## src/sv/lmb_pkg.sv

```systemverilog
`timescale 1ns / 1ps

package lmb_pkg;

  // Width of the iteration count register.
  localparam int unsigned IterW = 7;
  // Width used to compare a count against a cell position (positions up to 255).
  localparam int unsigned PosW = 8;
  localparam logic [IterW-1:0] IterReset = 7'd30;

  // Control word that walks down the cell chain beside each grid point.
  typedef struct packed {
    logic             valid;
    logic [IterW-1:0] count;
  } lmb_ctrl_t;

endpackage

```

## src/sv/lmb_cell.sv

```systemverilog
`timescale 1ns / 1ps

module lmb_cell import lmb_pkg::*; #(
  parameter int unsigned ROW_BITS       = 12,
  parameter int unsigned PRECISION_BITS = 24,
  parameter int unsigned POSITION       = 0
) (
  input  logic                      clk_i,
  input  logic                      rst_ni,
  input  logic                      en_i,
  input  lmb_ctrl_t                 ctrl_i,
  input  logic [PRECISION_BITS-1:0] x_i,
  input  logic [ROW_BITS+1:0]       rate_i,
  output lmb_ctrl_t                 ctrl_o,
  output logic [PRECISION_BITS-1:0] x_o,
  output logic [ROW_BITS+1:0]       rate_o
);

  localparam int unsigned P     = PRECISION_BITS;
  localparam int unsigned RateW = ROW_BITS + 2;
  // x*(1-x) is at most one quarter, so P-1 bits hold it.
  localparam int unsigned TW    = P - 1;
  localparam logic [PosW-1:0] Pos = PosW'(POSITION);
  localparam logic [P:0]      One = {1'b1, {P{1'b0}}};

  // First half: t = x*(1-x)
  lmb_ctrl_t          ctrl_a_q;
  logic               apply_a_q;
  logic [P-1:0]       x_a_q;
  logic [TW-1:0]      t_a_q;
  logic [RateW-1:0]   rate_a_q;

  logic [P:0]         one_minus_x;
  logic [2*P:0]       prod_a;
  logic               apply_d;

  assign one_minus_x = One - {1'b0, x_i};
  assign prod_a      = {{P{1'b0}}, 1'b0, x_i} * {{P{1'b0}}, one_minus_x};
  // Only cells below the item's count do work; the rest pass x on.
  assign apply_d     = ({1'b0, ctrl_i.count} > Pos);

  always_ff @(posedge clk_i or negedge rst_ni) begin
    if (!rst_ni) begin
      ctrl_a_q <= '0;
    end else if (en_i) begin
      ctrl_a_q <= ctrl_i;
    end
  end

  always_ff @(posedge clk_i) begin
    if (en_i) begin
      apply_a_q <= apply_d;
      x_a_q     <= x_i;
      t_a_q     <= prod_a[2*P-2:P];
      rate_a_q  <= rate_i;
    end
  end

  // Second half: x = r*t
  logic [RateW+TW-1:0] prod_b;
  logic [P-1:0]        x_b_d;
  lmb_ctrl_t           ctrl_b_q;
  logic [P-1:0]        x_b_q;
  logic [RateW-1:0]    rate_b_q;

  assign prod_b = {{TW{1'b0}}, rate_a_q} * {{RateW{1'b0}}, t_a_q};
  assign x_b_d  = apply_a_q ? prod_b[ROW_BITS+P-1:ROW_BITS] : x_a_q;

  always_ff @(posedge clk_i or negedge rst_ni) begin
    if (!rst_ni) begin
      ctrl_b_q <= '0;
    end else if (en_i) begin
      ctrl_b_q <= ctrl_a_q;
    end
  end

  always_ff @(posedge clk_i) begin
    if (en_i) begin
      x_b_q    <= x_b_d;
      rate_b_q <= rate_a_q;
    end
  end

  assign ctrl_o = ctrl_b_q;
  assign x_o    = x_b_q;
  assign rate_o = rate_b_q;

`ifndef SYNTHESIS
  a_valid_moves: assert property (@(posedge clk_i) disable iff (!rst_ni)
    en_i |=> (ctrl_b_q.valid == $past(ctrl_a_q.valid)))
    else $error("cell second half lost or invented an item");
`endif

endmodule

```

## config.mk

```make
export PLATFORM = sky130hd
export DESIGN_NAME = lmb_cell
export DESIGN_NICKNAME = d
export VERILOG_FILES = /design/src/sv/lmb_pkg.sv /design/src/sv/lmb_cell.sv
export SDC_FILE = /design/constraint.sdc
export NUM_CORES = 2
export LEC_CHECK = 0
export BUFFER_PORTS_ARGS = -buffer_cell sky130_fd_sc_hd__buf_4
export CORE_UTILIZATION = 60
export CTS_CLUSTER_SIZE = 24
export DETAILED_ROUTE_END_ITERATION = 8
export PLACE_DENSITY = 0.81
export SYNTH_ARGS = -nofsm -noshare
export SYNTH_HDL_FRONTEND = slang
export SYNTH_SLANG_ARGS = --single-unit
```

## constraint.sdc

```tcl
create_clock -name clk_i -period 17.5 [get_ports clk_i]
set_input_delay 1.75 -clock clk_i [delete_from_list [all_inputs] [get_ports clk_i]]
set_output_delay 1.75 -clock clk_i [all_outputs]
set_load 0.01 [all_outputs]
```

-- Yosys cells after proc, flatten, opt, wreduce, memory -nomap -nowiden
Cells that the tools add are included.
- register bits after elaboration: 116
- output and inout port bits: 46
- add/sub/neg operators: 1
- multiply operators: 2
- order comparisons: 1
- muxes and demuxes: 1
- operator list (operator ; count):
    $mul A24 B25 Y47 ; 1
    $mul A14 B23 Y36 ; 1
    $sub A25 B24 Y25 const A ; 1
    $mux W24 ; 1
    $gt A7 B1 Y1 const B ; 1

-- Longest topological paths before layout
- depth in word-level cells: 2
- depth in mapped cells: 34
- mapped depth without buffers: 32

-- Least setup slack after synthesis
OpenSTA, ideal clock, no wires.
- kind: input port to flip-flop
- from: in x_i[2]
- to: reg t_a_q[6] (data pin)
- arrival time: 9.541 ns
- data required time: 17.240 ns
- slack: 7.699 ns
- cell stages on the path: 29
- path buffers: 1
- cell sequence: or4_4 nor3_4 nand2_2 or3_4 nor4_4 nand2_2 nor4_1 ha_1 clkbuf_1 nand2b_1 fa_1 inv_1 fa_1 inv_1 fa_1 fa_1 inv_1 fa_1 fa_1 fa_1 ha_1 a21o_1 a21o_1 a21o_1 or3_1 a311oi_1 nor2_1 a31o_2 xor2_1
- cells in the longest elaborated chain, start to end: 2
- ends and longest elaborated chain (item ; RTL line ; source):
    from (decl) ; lmb_cell.sv:12 ; input logic [PRECISION_BITS-1:0] x_i,
    $sub A25 B24 Y25 ; lmb_cell.sv:37 ; assign one_minus_x = One - {1'b0, x_i};
    $mul A24 B25 Y47 * ; lmb_cell.sv:38 ; assign prod_a = {{P{1'b0}}, 1'b0, x_i} * {{P{1'b0}}, one_minus_x};
    named net prod_a[30] ; lmb_cell.sv:34 ; logic [2*P:0] prod_a;
    to (signal assigned) ; lmb_cell.sv:54 ; t_a_q <= prod_a[2*P-2:P];
    to (decl) ; lmb_cell.sv:30 ; logic [TW-1:0] t_a_q;
Mark *: on every way through the listed nets, which the timed path passes. The rest lies on a longest branch.
A chain may end at the register's enable or synchronous reset.

-- Final worst setup path
- from: in x_i[2]
- to: reg t_a_q[21] (data pin)
The elaborated chain is that of the path after synthesis.

==> results.tsv <==
metric	value	unit
synthTopCellsByArea	fa_1 45%, ha_1 10%, inv_1 9.3%, edfxtp_1 9.0%, nand2b_1 5.0%	
yosys.area_share.simple	17.35	%
grtUsageTotal	31.29	%
worstPathArrival	10770	ps
core	55090	sq um
cts-resized-gates	0	
synth_top_family_by_area	adder cells	
yosysTopAreaCell	fa_1	
antenna_found_initial	0	
cts-buffers-inserted	17	
setup_tns	0	ps
ys_warn_count	0	
clk_path_buf_depth	2	
async_reset_ff_share	13.79	%
synth_most_common_cell	inv_1	
place_congestion	0.9572	
max_stage_delay	670	ps
layout-drive-gt1-share	5.112	%
synth_common_cells	832 x inv_1, 749 x fa_1, 279 x ha_1	
die_w	238.0	um
viasPerCell	5.600	
min_path_type	register to register	
synth-xor-area-share	1.074	%
crit_fanout	30	
hold_buffers	0	
slew_viol_final	0	
setup.worst_path.end_class	register	
required	17690	ps
relSlewSlack	26.34	%
ys_seq_area_share	10.18	%
maxCapViolations	0	
synth_top_area_share	44.85	%
syn_inst	3451	
cts_setup_buffers	0	
crit_slowest_cell	ha_1	
synthFlopType	edfxtp_1	
dr.pass1.iters	7	
synth.distinct_cells	70	
finalCritPeriodShare	60.46	%
clk_pin_slew	60	ps
synth-compound-area-share	4.046	%
wl_per_cell	19.83	um
pin_count	95	
start_util	60.68	%
max_clock_freq	94.51	MHz
place_hpwl	63050	um
muxShareOfSynthArea	0.8683	%
htree_levels	4	
diodes	0	
die_h	238.0	um
worstSkewPairLatency	450	ps
grt_start_max_net_pins	64	
fin_crit	10580	ps
n_fill_cell	4441	
fin_nets	4507	
hold_viol	0	
drc_errors	0	
num_vias	23470	
cp-start-kind	input port	
cts_tree	yes	
synthAdderAreaFrac	55.30	%
syn2layout_area_growth	5.229	%
critPathKind	input port to register	
root_buffer	clkbuf_16	
rsz0062_at_grt	no	
finalClockSkew	14.36	ps
synth_area	33430	sq um
grt_remaining_overflow	0	
grt_pass1_vias	25290	
tightest_slew	1105	ps
synth-edff-count	100	
synth_seq_cells	116	
setup_viol	0	
routed_wl	83120	um
status	complete, no violations	
die_area	56660	sq um
port_buffers	94	
grt_pass1_wl	135800	um
rows	86	
drt_iter0_markers	1962	
drtAntennaViolNets	0	
clock-sinks	116	
postSynthAreaPerCell	9.687	sq um
==> registers in the layout, indices dropped and copies added (netlist names) <==
signal     count
apply_a_q      1
x_a_q         24
ctrl_o         8
x_o           24
ctrl_a_q       8
rate_o        14
rate_a_q      14
t_a_q         23
==> per-layer routing <==
| metal | vias up | wire [um] | share of wire, % | track usage, % |
|---|---|---|---|---|
| met4 | 0 | 2260 | 2.7 | 8.586 |
| met3 | 169 | 8404 | 10 | 6.606 |
| met2 | 1181 | 39120 | 47 | 50.94 |
| li1 | 10140 | - | - | - |
| met1 | 11980 | 33330 | 40 | 42.73 |
| met5 | - | 0 | 0 | 0 |
==> metrics by stage <==
step           cells  hold WS, ps  instance area, sq um  utilization [%]  setup WS [ps]
5_1_grt         4191        519.5                 35180            63.85           6488
6_report        4191        505.9                 35180            63.85           6919
3_5_place_dp    4159        490.5                 34600            62.81           6613
2_1_floorplan   3469        475.0                 33500                -           7699
3_3_place_gp    4159        483.6                 34600            62.81           6773
4_1_cts         4191        504.4                 35180            63.85           7069
==> final cells by class <==
type	instances	area [sq um]	area share, %
Inverter	833	3127	8.888
Timing Repair Buffer	103	773.2	2.198
Clock inverter	14	125.1	0.3557
Clock buffer	18	450.4	1.280
Multi-Input combinational cell	2359	26360	74.94
Tap cell	748	935.9	2.661
Sequential cell	116	3403	9.675
==> cell usage in the layout (no fill, tap or decap), types with 3 or more instances in the layout <==
master,netlist,routed
o31ai_1,11,11
inv_8,0,4
edfxtp_1,100,100
nand4_1,15,15
nor2_1,46,46
fa_1,749,749
inv_6,0,8
o21a_1,13,13
xnor2_1,25,25
o21bai_1,4,4
a211oi_1,10,10
nor3b_1,3,3
conb_1,2,20
or4_1,3,3
dfrtp_1,16,16
o21ai_0,18,18
nor3_1,20,20
o21ai_1,3,3
a21o_1,43,43
or2b_1,8,8
o211ai_1,4,4
o31a_1,3,3
ha_1,279,279
xor2_1,16,16
nor2b_1,225,225
a21oi_1,50,50
clkbuf_16,0,18
and2_1,145,145
nand2_1,270,270
mux2_2,24,24
inv_1,832,832
and3_1,6,6
nor4_1,8,8
or2_2,5,5
nand2b_1,269,269
buf_4,0,103
nand3_1,14,14
==> logic make-up (layout without fill, tap and decap cells) <==
family / after synthesis / in the layout
AO/OA/AOI/OAI: 194 / 194
buffers and inverters: 994 / 968
other: 2 / 20
multiplexers: 26 / 26
flip-flops: 116 / 116
XOR/XNOR: 41 / 41
AND/OR/NAND/NOR: 1050 / 1050
adder cells (fa/ha/maj): 1028 / 1028
==> path summary, 6_finish.rpt <==
kind                                    startpoint                       to  slack, ps  cells past startpoint
hold / removal             ctrl_a_q[5]$_DFFE_PN0P_  ctrl_a_q[5]$_DFFE_PN0P_        510                      1
setup reg to reg             rate_a_q[2]$_DFFE_PP_        x_o[11]$_DFFE_PP_      10200                     19
min in group asynchronous                   rst_ni  ctrl_a_q[7]$_DFFE_PN0P_       1150                      1
setup / recovery                            x_i[2]      t_a_q[21]$_DFFE_PP_       6920                     31
hold reg to reg            ctrl_a_q[5]$_DFFE_PN0P_  ctrl_a_q[5]$_DFFE_PN0P_        510                      1
max in group asynchronous                   rst_ni    ctrl_o[3]$_DFFE_PN0P_      16170                      1
==> critical path: cells and delay by family <==
kind | cells | cell delay [ps]
AO/OA/AOI/OAI | 6 | 1640
AND/OR/NAND/NOR | 7 | 1960
XOR/XNOR | 1 | 160
adder cells (fa/ha/maj) | 9 | 4620
buffers and inverters | 8 | 610
Power is not shown: default switching activity piles up to over one toggle a cycle in this logic, so the estimate is an artifact.
